## src/rtl/eegcd_pkg.sv

```systemverilog
// Shared types, widths and helpers for the extended Euclidean gcd block.
// No dependencies; every other file imports this package.
package eegcd_pkg;

    localparam int DATA_WIDTH = 32;
    localparam int CNT_W      = $clog2(DATA_WIDTH);

    typedef logic [DATA_WIDTH-1:0] t_word;

    typedef struct packed {
        logic                         mode;
        logic signed [DATA_WIDTH-1:0] operand_a;
        logic signed [DATA_WIDTH-1:0] operand_b;
    } t_in_beat;

    typedef struct packed {
        logic signed [DATA_WIDTH-1:0] gcd_value;
        logic signed [DATA_WIDTH-1:0] coef_x;
        logic signed [DATA_WIDTH-1:0] coef_y;
    } t_out_beat;

    // Request to and response from the shared divider.
    typedef struct packed {
        logic  start;
        t_word num;
        t_word den;
    } t_div_req;

    typedef struct packed {
        logic  done;
        t_word quo;
        t_word rem;
    } t_div_rsp;

    function automatic t_word neg_w(input t_word v);
        return (~v) + t_word'(1);
    endfunction

    function automatic t_word mag_w(input t_word v);
        return v[DATA_WIDTH-1] ? neg_w(v) : v;
    endfunction

endpackage

```

## src/rtl/eegcd_div.sv

```systemverilog
// Unsigned shift-subtract divider shared by every Euclid step.
// Depends on eegcd_pkg. Aligns the divisor first, then restores one bit a cycle.
module eegcd_div (
    input  logic                i_clk,
    input  logic                i_rst_n,
    input  eegcd_pkg::t_div_req i_req,
    output eegcd_pkg::t_div_rsp o_rsp
);
    import eegcd_pkg::*;

    typedef enum logic [1:0] {S_IDLE, S_ALIGN, S_SUB} t_state;

    t_state           r_state, n_state;
    logic             r_done, n_done;
    t_word            r_rem, n_rem;
    t_word            r_dsh, n_dsh;
    t_word            r_quo, n_quo;
    logic [CNT_W-1:0] r_cnt, n_cnt;

    logic [DATA_WIDTH:0] shl;
    logic                fits;
    logic                ge;
    t_word               diff;

    always_comb begin
        shl  = {r_dsh, 1'b0};
        fits = (shl <= {1'b0, r_rem});
        ge   = (r_rem >= r_dsh);
        diff = r_rem - r_dsh;

        n_state = r_state;
        n_done  = 1'b0;
        n_rem   = r_rem;
        n_dsh   = r_dsh;
        n_quo   = r_quo;
        n_cnt   = r_cnt;
        case (r_state)
            S_IDLE: begin
                if (i_req.start) begin
                    n_rem   = i_req.num;
                    n_dsh   = i_req.den;
                    n_quo   = '0;
                    n_cnt   = '0;
                    n_state = S_ALIGN;
                end
            end
            S_ALIGN: begin
                // advance divisor until one more shift would pass the dividend
                if (!r_dsh[DATA_WIDTH-1] && fits) begin
                    n_dsh = shl[DATA_WIDTH-1:0];
                    n_cnt = r_cnt + CNT_W'(1);
                end else begin
                    n_state = S_SUB;
                end
            end
            S_SUB: begin
                n_quo = {r_quo[DATA_WIDTH-2:0], ge};
                if (ge) begin
                    n_rem = diff;
                end
                if (r_cnt == '0) begin
                    n_done  = 1'b1;
                    n_state = S_IDLE;
                end else begin
                    n_cnt = r_cnt - CNT_W'(1);
                    n_dsh = r_dsh >> 1;
                end
            end
            default: n_state = S_IDLE;
        endcase
    end

    always_ff @(posedge i_clk) begin
        if (!i_rst_n) begin
            r_state <= S_IDLE;
            r_done  <= 1'b0;
        end else begin
            r_state <= n_state;
            r_done  <= n_done;
        end
    end

    always_ff @(posedge i_clk) begin
        r_rem <= n_rem;
        r_dsh <= n_dsh;
        r_quo <= n_quo;
        r_cnt <= n_cnt;
    end

    assign o_rsp.done = r_done;
    assign o_rsp.quo  = r_quo;
    assign o_rsp.rem  = r_rem;

endmodule

```

## src/rtl/extended_euclidean_gcd_top.sv

```systemverilog
// Top level of the gcd / extended gcd block: step sequencer, coefficient multiplier,
// output register. Depends on eegcd_pkg and eegcd_div.
// Each Euclid step waits on the bit-a-cycle divider, then runs two multiply states (mode 1
// only) and the update state; an item is loaded from idle and retired from S_CHECK.
// A zero second operand skips the divider entirely; one item in flight.
// Reset: synchronous, active low; clears the sequencer and the output valid.
module extended_euclidean_gcd_top (
    input  logic                 i_clk,
    input  logic                 i_rst_n,
    input  logic                 i_valid,
    output logic                 o_ready,
    input  eegcd_pkg::t_in_beat  i_data,
    output logic                 o_valid,
    input  logic                 i_ready,
    output eegcd_pkg::t_out_beat o_data
);
    import eegcd_pkg::*;

    typedef enum logic [2:0] {S_IDLE, S_CHECK, S_DIV, S_MULS, S_MULT, S_UPD} t_state;

    t_state    r_state, n_state;
    logic      r_out_valid, n_out_valid;
    t_out_beat r_out, n_out;
    logic      r_mode, n_mode;
    t_word     r_r0, n_r0, r_r1, n_r1;
    t_word     r_s0, n_s0, r_s1, n_s1;
    t_word     r_t0, n_t0, r_t1, n_t1;
    t_word     r_q, n_q, r_rem, n_rem, r_prod, n_prod;

    t_div_req  div_req;
    t_div_rsp  div_rsp;
    logic      in_beat;
    logic      out_free;
    logic      sign_diff;

    eegcd_div u_div (
        .i_clk   (i_clk),
        .i_rst_n (i_rst_n),
        .i_req   (div_req),
        .o_rsp   (div_rsp)
    );

    assign in_beat   = i_valid && o_ready;
    assign out_free  = !r_out_valid || i_ready;
    assign sign_diff = r_r0[DATA_WIDTH-1] != r_r1[DATA_WIDTH-1];

    always_comb begin
        div_req.start = (r_state == S_CHECK) && (r_r1 != '0);
        div_req.num   = r_mode ? mag_w(r_r0) : r_r0;
        div_req.den   = r_mode ? mag_w(r_r1) : r_r1;
    end

    always_comb begin
        n_state     = r_state;
        n_out_valid = r_out_valid;
        n_out       = r_out;
        n_mode      = r_mode;
        n_r0        = r_r0;
        n_r1        = r_r1;
        n_s0        = r_s0;
        n_s1        = r_s1;
        n_t0        = r_t0;
        n_t1        = r_t1;
        n_q         = r_q;
        n_rem       = r_rem;
        n_prod      = r_prod;

        if (r_out_valid && i_ready) begin
            n_out_valid = 1'b0;
        end

        case (r_state)
            S_IDLE: begin
                if (in_beat) begin
                    n_mode  = i_data.mode;
                    n_r0    = i_data.mode ? t_word'(i_data.operand_a)
                                          : mag_w(t_word'(i_data.operand_a));
                    n_r1    = i_data.mode ? t_word'(i_data.operand_b)
                                          : mag_w(t_word'(i_data.operand_b));
                    n_s0    = t_word'(1);
                    n_s1    = '0;
                    n_t0    = '0;
                    n_t1    = t_word'(1);
                    n_state = S_CHECK;
                end
            end
            S_CHECK: begin
                if (r_r1 != '0) begin
                    n_state = S_DIV;
                end else if (out_free) begin
                    // hold here until the output register can take the beat
                    n_out.gcd_value = r_r0;
                    n_out.coef_x    = r_mode ? r_s0 : '0;
                    n_out.coef_y    = r_mode ? r_t0 : '0;
                    n_out_valid     = 1'b1;
                    n_state         = S_IDLE;
                end
            end
            S_DIV: begin
                if (div_rsp.done) begin
                    // truncating division: quotient sign from both, remainder from dividend
                    n_q     = (r_mode && sign_diff) ? neg_w(div_rsp.quo) : div_rsp.quo;
                    n_rem   = (r_mode && r_r0[DATA_WIDTH-1]) ? neg_w(div_rsp.rem)
                                                             : div_rsp.rem;
                    n_state = r_mode ? S_MULS : S_UPD;
                end
            end
            S_MULS: begin
                n_prod  = r_q * r_s1;
                n_state = S_MULT;
            end
            S_MULT: begin
                n_s0    = r_s1;
                n_s1    = r_s0 - r_prod;
                n_prod  = r_q * r_t1;
                n_state = S_UPD;
            end
            S_UPD: begin
                n_r0 = r_r1;
                n_r1 = r_rem;
                if (r_mode) begin
                    n_t0 = r_t1;
                    n_t1 = r_t0 - r_prod;
                end
                n_state = S_CHECK;
            end
            default: n_state = S_IDLE;
        endcase
    end

    always_ff @(posedge i_clk) begin
        if (!i_rst_n) begin
            r_state     <= S_IDLE;
            r_out_valid <= 1'b0;
        end else begin
            r_state     <= n_state;
            r_out_valid <= n_out_valid;
        end
    end

    always_ff @(posedge i_clk) begin
        r_out  <= n_out;
        r_mode <= n_mode;
        r_r0   <= n_r0;
        r_r1   <= n_r1;
        r_s0   <= n_s0;
        r_s1   <= n_s1;
        r_t0   <= n_t0;
        r_t1   <= n_t1;
        r_q    <= n_q;
        r_rem  <= n_rem;
        r_prod <= n_prod;
    end

    assign o_ready = (r_state == S_IDLE);
    assign o_valid = r_out_valid;
    assign o_data  = r_out;

    a_busy_after_accept: assert property (@(posedge i_clk) disable iff (!i_rst_n)
        in_beat |=> !o_ready)
        else $error("input taken while an item is still in work");

    a_div_done_in_wait: assert property (@(posedge i_clk) disable iff (!i_rst_n)
        div_rsp.done |-> (r_state == S_DIV))
        else $error("divider finished outside the wait state");

    a_mode0_zero_coef: assert property (@(posedge i_clk) disable iff (!i_rst_n)
        (r_state == S_CHECK && r_r1 == '0 && out_free && !r_mode)
        |=> (o_valid && o_data.coef_x == '0 && o_data.coef_y == '0))
        else $error("plain gcd result carries nonzero coefficients");

endmodule

```

## config.mk

```make
export PLATFORM = sky130hd
export DESIGN_NAME = extended_euclidean_gcd_top
export DESIGN_NICKNAME = d
export VERILOG_FILES = /design/src/rtl/eegcd_pkg.sv /design/src/rtl/eegcd_div.sv /design/src/rtl/extended_euclidean_gcd_top.sv
export SDC_FILE = /design/constraint.sdc
export NUM_CORES = 2
export LEC_CHECK = 0
export ABC_CLOCK_PERIOD_IN_PS = 24200
export BUFFER_PORTS_ARGS = -buffer_cell sky130_fd_sc_hd__buf_2
export CORE_ASPECT_RATIO = 0.7
export CORE_MARGIN = 2
export CORE_UTILIZATION = 60
export DETAILED_ROUTE_END_ITERATION = 10
export PLACE_DENSITY = 0.77
export SLEW_MARGIN = 20
export SYNTH_ARGS = -nofsm -noshare
export SYNTH_HDL_FRONTEND = slang
export SYNTH_SLANG_ARGS = --single-unit
```

## constraint.sdc

```tcl
create_clock -name i_clk -period 24.2 [get_ports i_clk]
set_input_delay 1.21 -clock i_clk [delete_from_list [all_inputs] [get_ports i_clk]]
set_output_delay 1.21 -clock i_clk [all_outputs]
set_load 0.02 [all_outputs]
```

## Yosys cells after proc, flatten, opt, wreduce, memory -nomap -nowiden

Index checks and enable logic that the tools add are counted.

| storage, ports and cells | value |
|---|---|
| register bits after elaboration | 493 |
| bits of input ports | 69 |
| output and inout port bits | 98 |
| logic and storage cells | 142 |

| cells by class | value |
|---|---|
| add/sub/neg operators | 11 |
| $mul | 2 |
| magnitude comparators | 2 |
| equal/unequal tests | 18 |
| multiplexer cells | 51 |
| bitwise gates (word level) | 7 |
| reduce and logical (&&, ||, !) cells | 30 |

Operator list:

| kind | number |
|---|---|
| $mux W32 | 22 |
| $pmux W32 S2 | 9 |
| $add A32 B1 Y32 const B | 6 |
| $not A32 Y32 | 6 |
| $pmux W32 S3 | 1 |
| $sub A32 B32 Y32 | 3 |
| $mul A32 B32 Y32 | 2 |
| $le A33 B32 Y1 | 1 |
| $ge A32 B32 Y1 | 1 |
| $reduce_bool A32 Y1 | 1 |
| $pmux W3 S6 | 1 |
| $mux W3 | 5 |
| $mux W5 | 3 |
| $pmux W5 S3 | 1 |
| $reduce_and A3 Y1 | 5 |
| $reduce_and A2 Y1 | 6 |
| $ne A2 B1 Y1 const B | 5 |
| $ne A2 B2 Y1 const B | 4 |
| $reduce_bool A2 Y1 | 4 |
| $eq A3 B2 Y1 const B | 2 |
| $eq A3 B3 Y1 const B | 2 |
| $logic_and A1 B1 Y1 | 6 |
| $mux W2 | 3 |
| $pmux W2 S3 | 1 |
| 16 further kinds | 21 |

## Depth between registers and ports, before layout

| logic depth | value |
|---|---|
| word-level depth | 6 |
| depth in mapped cells | 28 |
| gate-level depth less buffers | 26 |

## Modules after synthesis

Synthesis repeated with hierarchy kept, for this count alone.

| unflattened totals | value |
|---|---|
| cell total of the unflattened synthesis | 6,069 |
| area, all modules | 59,318.1 um2 |

Modules (own cells, without submodules):

| module | times used | cells each | area each (um2) | sequential area each (um2) |
|---|---|---|---|---|
| extended_euclidean_gcd_top | 1 | 5,326 | 52,039.9 | 11,641.2 |
| eegcd_div | 1 | 743 | 7,278.2 | 3,093.0 |

## Worst setup path before layout

Ideal clock, no wire load.

| path | value |
|---|---|
| path kind | flip-flop to flip-flop |
| start | register r_r1[10] |
| end | register r_out (netlist bit o_data[0]) (enable) |
| setup time | 786 ps |
| arrival time | 10,964 ps |
| required time | 23,414 ps |
| path slack | 12,450 ps |
| stages on the path, launching flop included | 7 |
| path buffers | 0 |
| period minus slack after synthesis | 11,750 ps |
| path through | edfxtp_1 or4_1 nor4_1 nand4b_1 nor3_1 nand2_1 nor4_1 |

| between the ends | value |
|---|---|
| longest elaborated chain between the ends | 3 |

Ends and longest elaborated chain:

| item | line | source |
|---|---|---|
| start, declared | extended_euclidean_gcd_top.sv:25 | `t_word r_r0, n_r0, r_r1, n_r1;` |
| start signal, assigned | extended_euclidean_gcd_top.sv:145 | `r_r1 <= n_r1;` |
| $reduce_bool A32 Y1 | extended_euclidean_gcd_top.sv:88 | `if (r_r1 != '0) begin` |
| $not A1 Y1 (no line) | - |  |
| $reduce_and A3 Y1 (no line) | - |  |
| end signal, assigned | extended_euclidean_gcd_top.sv:142 | `r_out <= n_out;` |
| end, declared | extended_euclidean_gcd_top.sv:23 | `t_out_beat r_out, n_out;` |

Every way passes these cells.
A chain may end at the register's enable or synchronous reset.

## Worst setup path in the final report

| path | value |
|---|---|
| start | register r_q[17] |
| end | register r_prod[30] (data pin) |

| between the ends | value |
|---|---|
| longest elaborated chain between the ends | 2 |
| elaborated cells on any way between the ends | 3 |
| classes of those cells | mul: 2; mux: 1 |

Ends and longest elaborated chain:

| item | line | source |
|---|---|---|
| start, declared | extended_euclidean_gcd_top.sv:28 | `t_word r_q, n_q, r_rem, n_rem, r_prod, n_prod;` |
| start signal, assigned | extended_euclidean_gcd_top.sv:150 | `r_q <= n_q;` |
| $mul A32 B32 Y32, on equally long branches | extended_euclidean_gcd_top.sv:115, extended_euclidean_gcd_top.sv:109 |  |
| $pmux W32 S2 * | extended_euclidean_gcd_top.sv:72 | `case (r_state)` |
| via n_prod[30] | extended_euclidean_gcd_top.sv:28 |  |
| end signal, assigned | extended_euclidean_gcd_top.sv:152 | `r_prod <= n_prod;` |
| end, declared | extended_euclidean_gcd_top.sv:28 |  |

The timed path passes the listed nets; every way through them passes the cells marked *.

==> impl_metrics.json <==
{
  "status": "completed",
  "fmax_ghz": 0.125,
  "yosysWarnings": 0,
  "async_flop_share_pct": 0,
  "crit_start": "r_q[17]",
  "root_buffer": "clkbuf_16",
  "synth_top_flop_cell": "edfxtp_1",
  "cp-endpoint": "r_prod[30]",
  "hold_violations": 0,
  "dp_hpwl_um": 132000,
  "drv_slew": 0,
  "finalCritPeriodShare_pct": 33.1,
  "viasPerCell": 5.97,
  "r2r_slack_ns": 16.20,
  "ant_nets": 0,
  "grt_usage_pct": 34.2,
  "synth_edf_count": 486,
  "rr_worst_depth": 22,
  "syn_area_mm2": 0.0588,
  "synth_nets": 7279,
  "dieArea_mm2": 0.101,
  "hold_path_class": "flip-flop to flip-flop",
  "post_cts_buffers": 0,
  "placement_rows": 96,
  "r2r_end": "r_prod[30]",
  "clock_skew_ns": 0.0226,
  "routedWlPerCell_um": 22.8,
  "num_io_pins": 167,
  "htree_num_levels": 2,
  "ys_seq_area_share_pct": 25.1,
  "synth_cell_type_count": 73,
  "grt_max_degree": 120,
  "grt_pass1_wl_um": 260000,
  "dr.pass1.iters": 6,
  "initial_utilization_pct": 60.3,
  "setup_viol": 0,
  "clock_path_buffers": 3,
  "cts_sinks": 493,
  "cts_tree": "done",
  "crit_fanout": 16,
  "drive_above_1_share_pct": 5.91,
  "synth_area_per_cell_um2": 9.79,
  "crit_top_cell": "fa_1",
  "start_kind": "flip-flop",
  "ctsHoldBuffers": 0,
  "layout_commonest_cell": "inv_1",
  "critical_path_class": "flip-flop to flip-flop",
  "worst_path_max_delay_cell": "edfxtp_1",
  "area_growth_pct": 6.52,
  "drt_iter0_markers": 5109,
  "insertion_delay_ns": 0.64,
  "critPathArrivalTime_ns": 8.34,
  "layout_common_cells": "894 x inv_1, 820 x fa_1, 755 x and2_1",
  "cp_cell_sequence": "buf_4 > and2_1 > fa_1 > inv_1 > fa_1 > fa_1 > fa_1 > inv_1 > fa_1 > fa_1 > fa_1 > fa_1 > ha_1 > and4_1 > nand3_1 > or2_2 > o21ai_0 > o221ai_1 > a21oi_1 > a21oi_1 > xor2_1 > o21ai_0",
  "end_kind": "flip-flop",
  "routed_wl_um": 168000,
  "vias": 44100,
  "clk_pin_slew_ns": 0.06,
  "tns_ns": 0,
  "r2r-start": "r_q[17]",
  "synth_seq_cells": 493,
  "maxCapViolCount": 0,
  "cts_made_buffers": 51,
  "min_period_ns": 8.00,
  "finish.net_count": 7290,
  "cpPeakStageDelay_ns": 0.90,
  "antenna_found_initial": 17,
  "grt_pass1_vias": 44500,
  "tightest_slew_ns": 1.19,
  "netlist_instances": 6005,
  "slew_headroom_pct": 20.5,
  "numPortBuffers": 166,
  "die_w_um": 378,
  "largest_register_ffs": 96,
  "gp_congestion": 1.01,
  "core_mm2": 0.0975,
  "rsz0062_at_grt": "false",
  "grt_remaining_overflow": 0,
  "required_ns": 24.54,
  "cts_resized": 0,
  "fp.dieH_um": 266,
  "post-route-drc-count": 0
}
-- how the worst min path moves through the flow --
stage	from	endpoint	slack, ns	cells after the start
after floorplan	r_r0[23]	o_data[87]	0.43	0
after global placement	r_r0[22]	o_data[86]	0.50	0
after detailed placement	r_r0[22]	o_data[86]	0.50	0
after CTS	r_r0[22]	o_data[86]	0.51	0
after global routing	r_r0[22]	o_data[86]	0.53	0
final	r_r0[22]	o_data[86]	0.52	0
-- stage by stage --
step                      worst slack, ns  cells  hold slack, ns  util [%]  cell area [µm²]
final                               16.20   7386           0.524      64.2            62600
after global routing                15.84   7381           0.532      64.2            62600
after CTS                           16.26   7379           0.512      64.2            62600
after detailed placement            16.31   7285           0.497      62.4            60900
after global placement              16.40   7285           0.496      62.4            60900
after floorplan                     12.45   6005           0.426         -            58800
-- final cells by class --
| cell class | count | area [µm²] |
|---|---|---|
| Clock inverter | 35 | 373 |
| Sequential cell | 493 | 14700 |
| Timing Repair Buffer | 247 | 1450 |
| Clock buffer | 59 | 1330 |
| Multi-Input combinational cell | 4328 | 39700 |
| Inverter | 895 | 3360 |
| Tap cell | 1323 | 1660 |
| Fill cell | 7835 | 34900 |
| Antenna cell | 6 | 15.0 |
-- routing by layer --
metal	wire [µm]	global-route usage, %
met1	71500	51.8
met5	69	0
met4	4720	9.29
met3	23200	10.2
met2	68600	47.4
-- cells by family after synthesis --
logic type / synth area share, %
XOR/XNOR: 6.08
adder cells (fa/ha/maj): 36.1
flip-flops: 25.1
AND/OR/NAND/NOR: 17.3
AO/OA/AOI/OAI: 7.83
buffers and inverters: 7.56
multiplexers: 0.0851
-- critical path, delay by kind of cell, from the launching register on --
family,cells,cell delay (ns)
flip-flops,1,0.90
adder cells (fa/ha/maj),9,4.24
XOR/XNOR,1,0.13
buffers and inverters,3,0.48
AO/OA/AOI/OAI,5,1.03
AND/OR/NAND/NOR,4,0.90
-- synthesized netlist by cell type (33+ instances only) --
master / count / area [µm²]
o21a_1: 34 / 255
o31ai_1: 33 / 248
nor3_1: 69 / 345
nor2b_1: 38 / 238
clkbuf_1: 273 / 1020
nand2b_1: 34 / 213
inv_1: 894 / 3360
a221oi_1: 35 / 307
o21ai_0: 186 / 931
a21o_1: 66 / 495
and3_1: 47 / 294
nand2_1: 657 / 2470
xnor2_1: 264 / 2310
ha_1: 385 / 4820
nor2_1: 226 / 848
fa_1: 820 / 16400
and2_1: 755 / 4720
edfxtp_1: 486 / 14600
xor2_1: 144 / 1260
a21oi_1: 213 / 1070
Power is left out: the tool's default activity adds up to more than one toggle a clock period on the data nets, which glitch-free logic cannot reach.
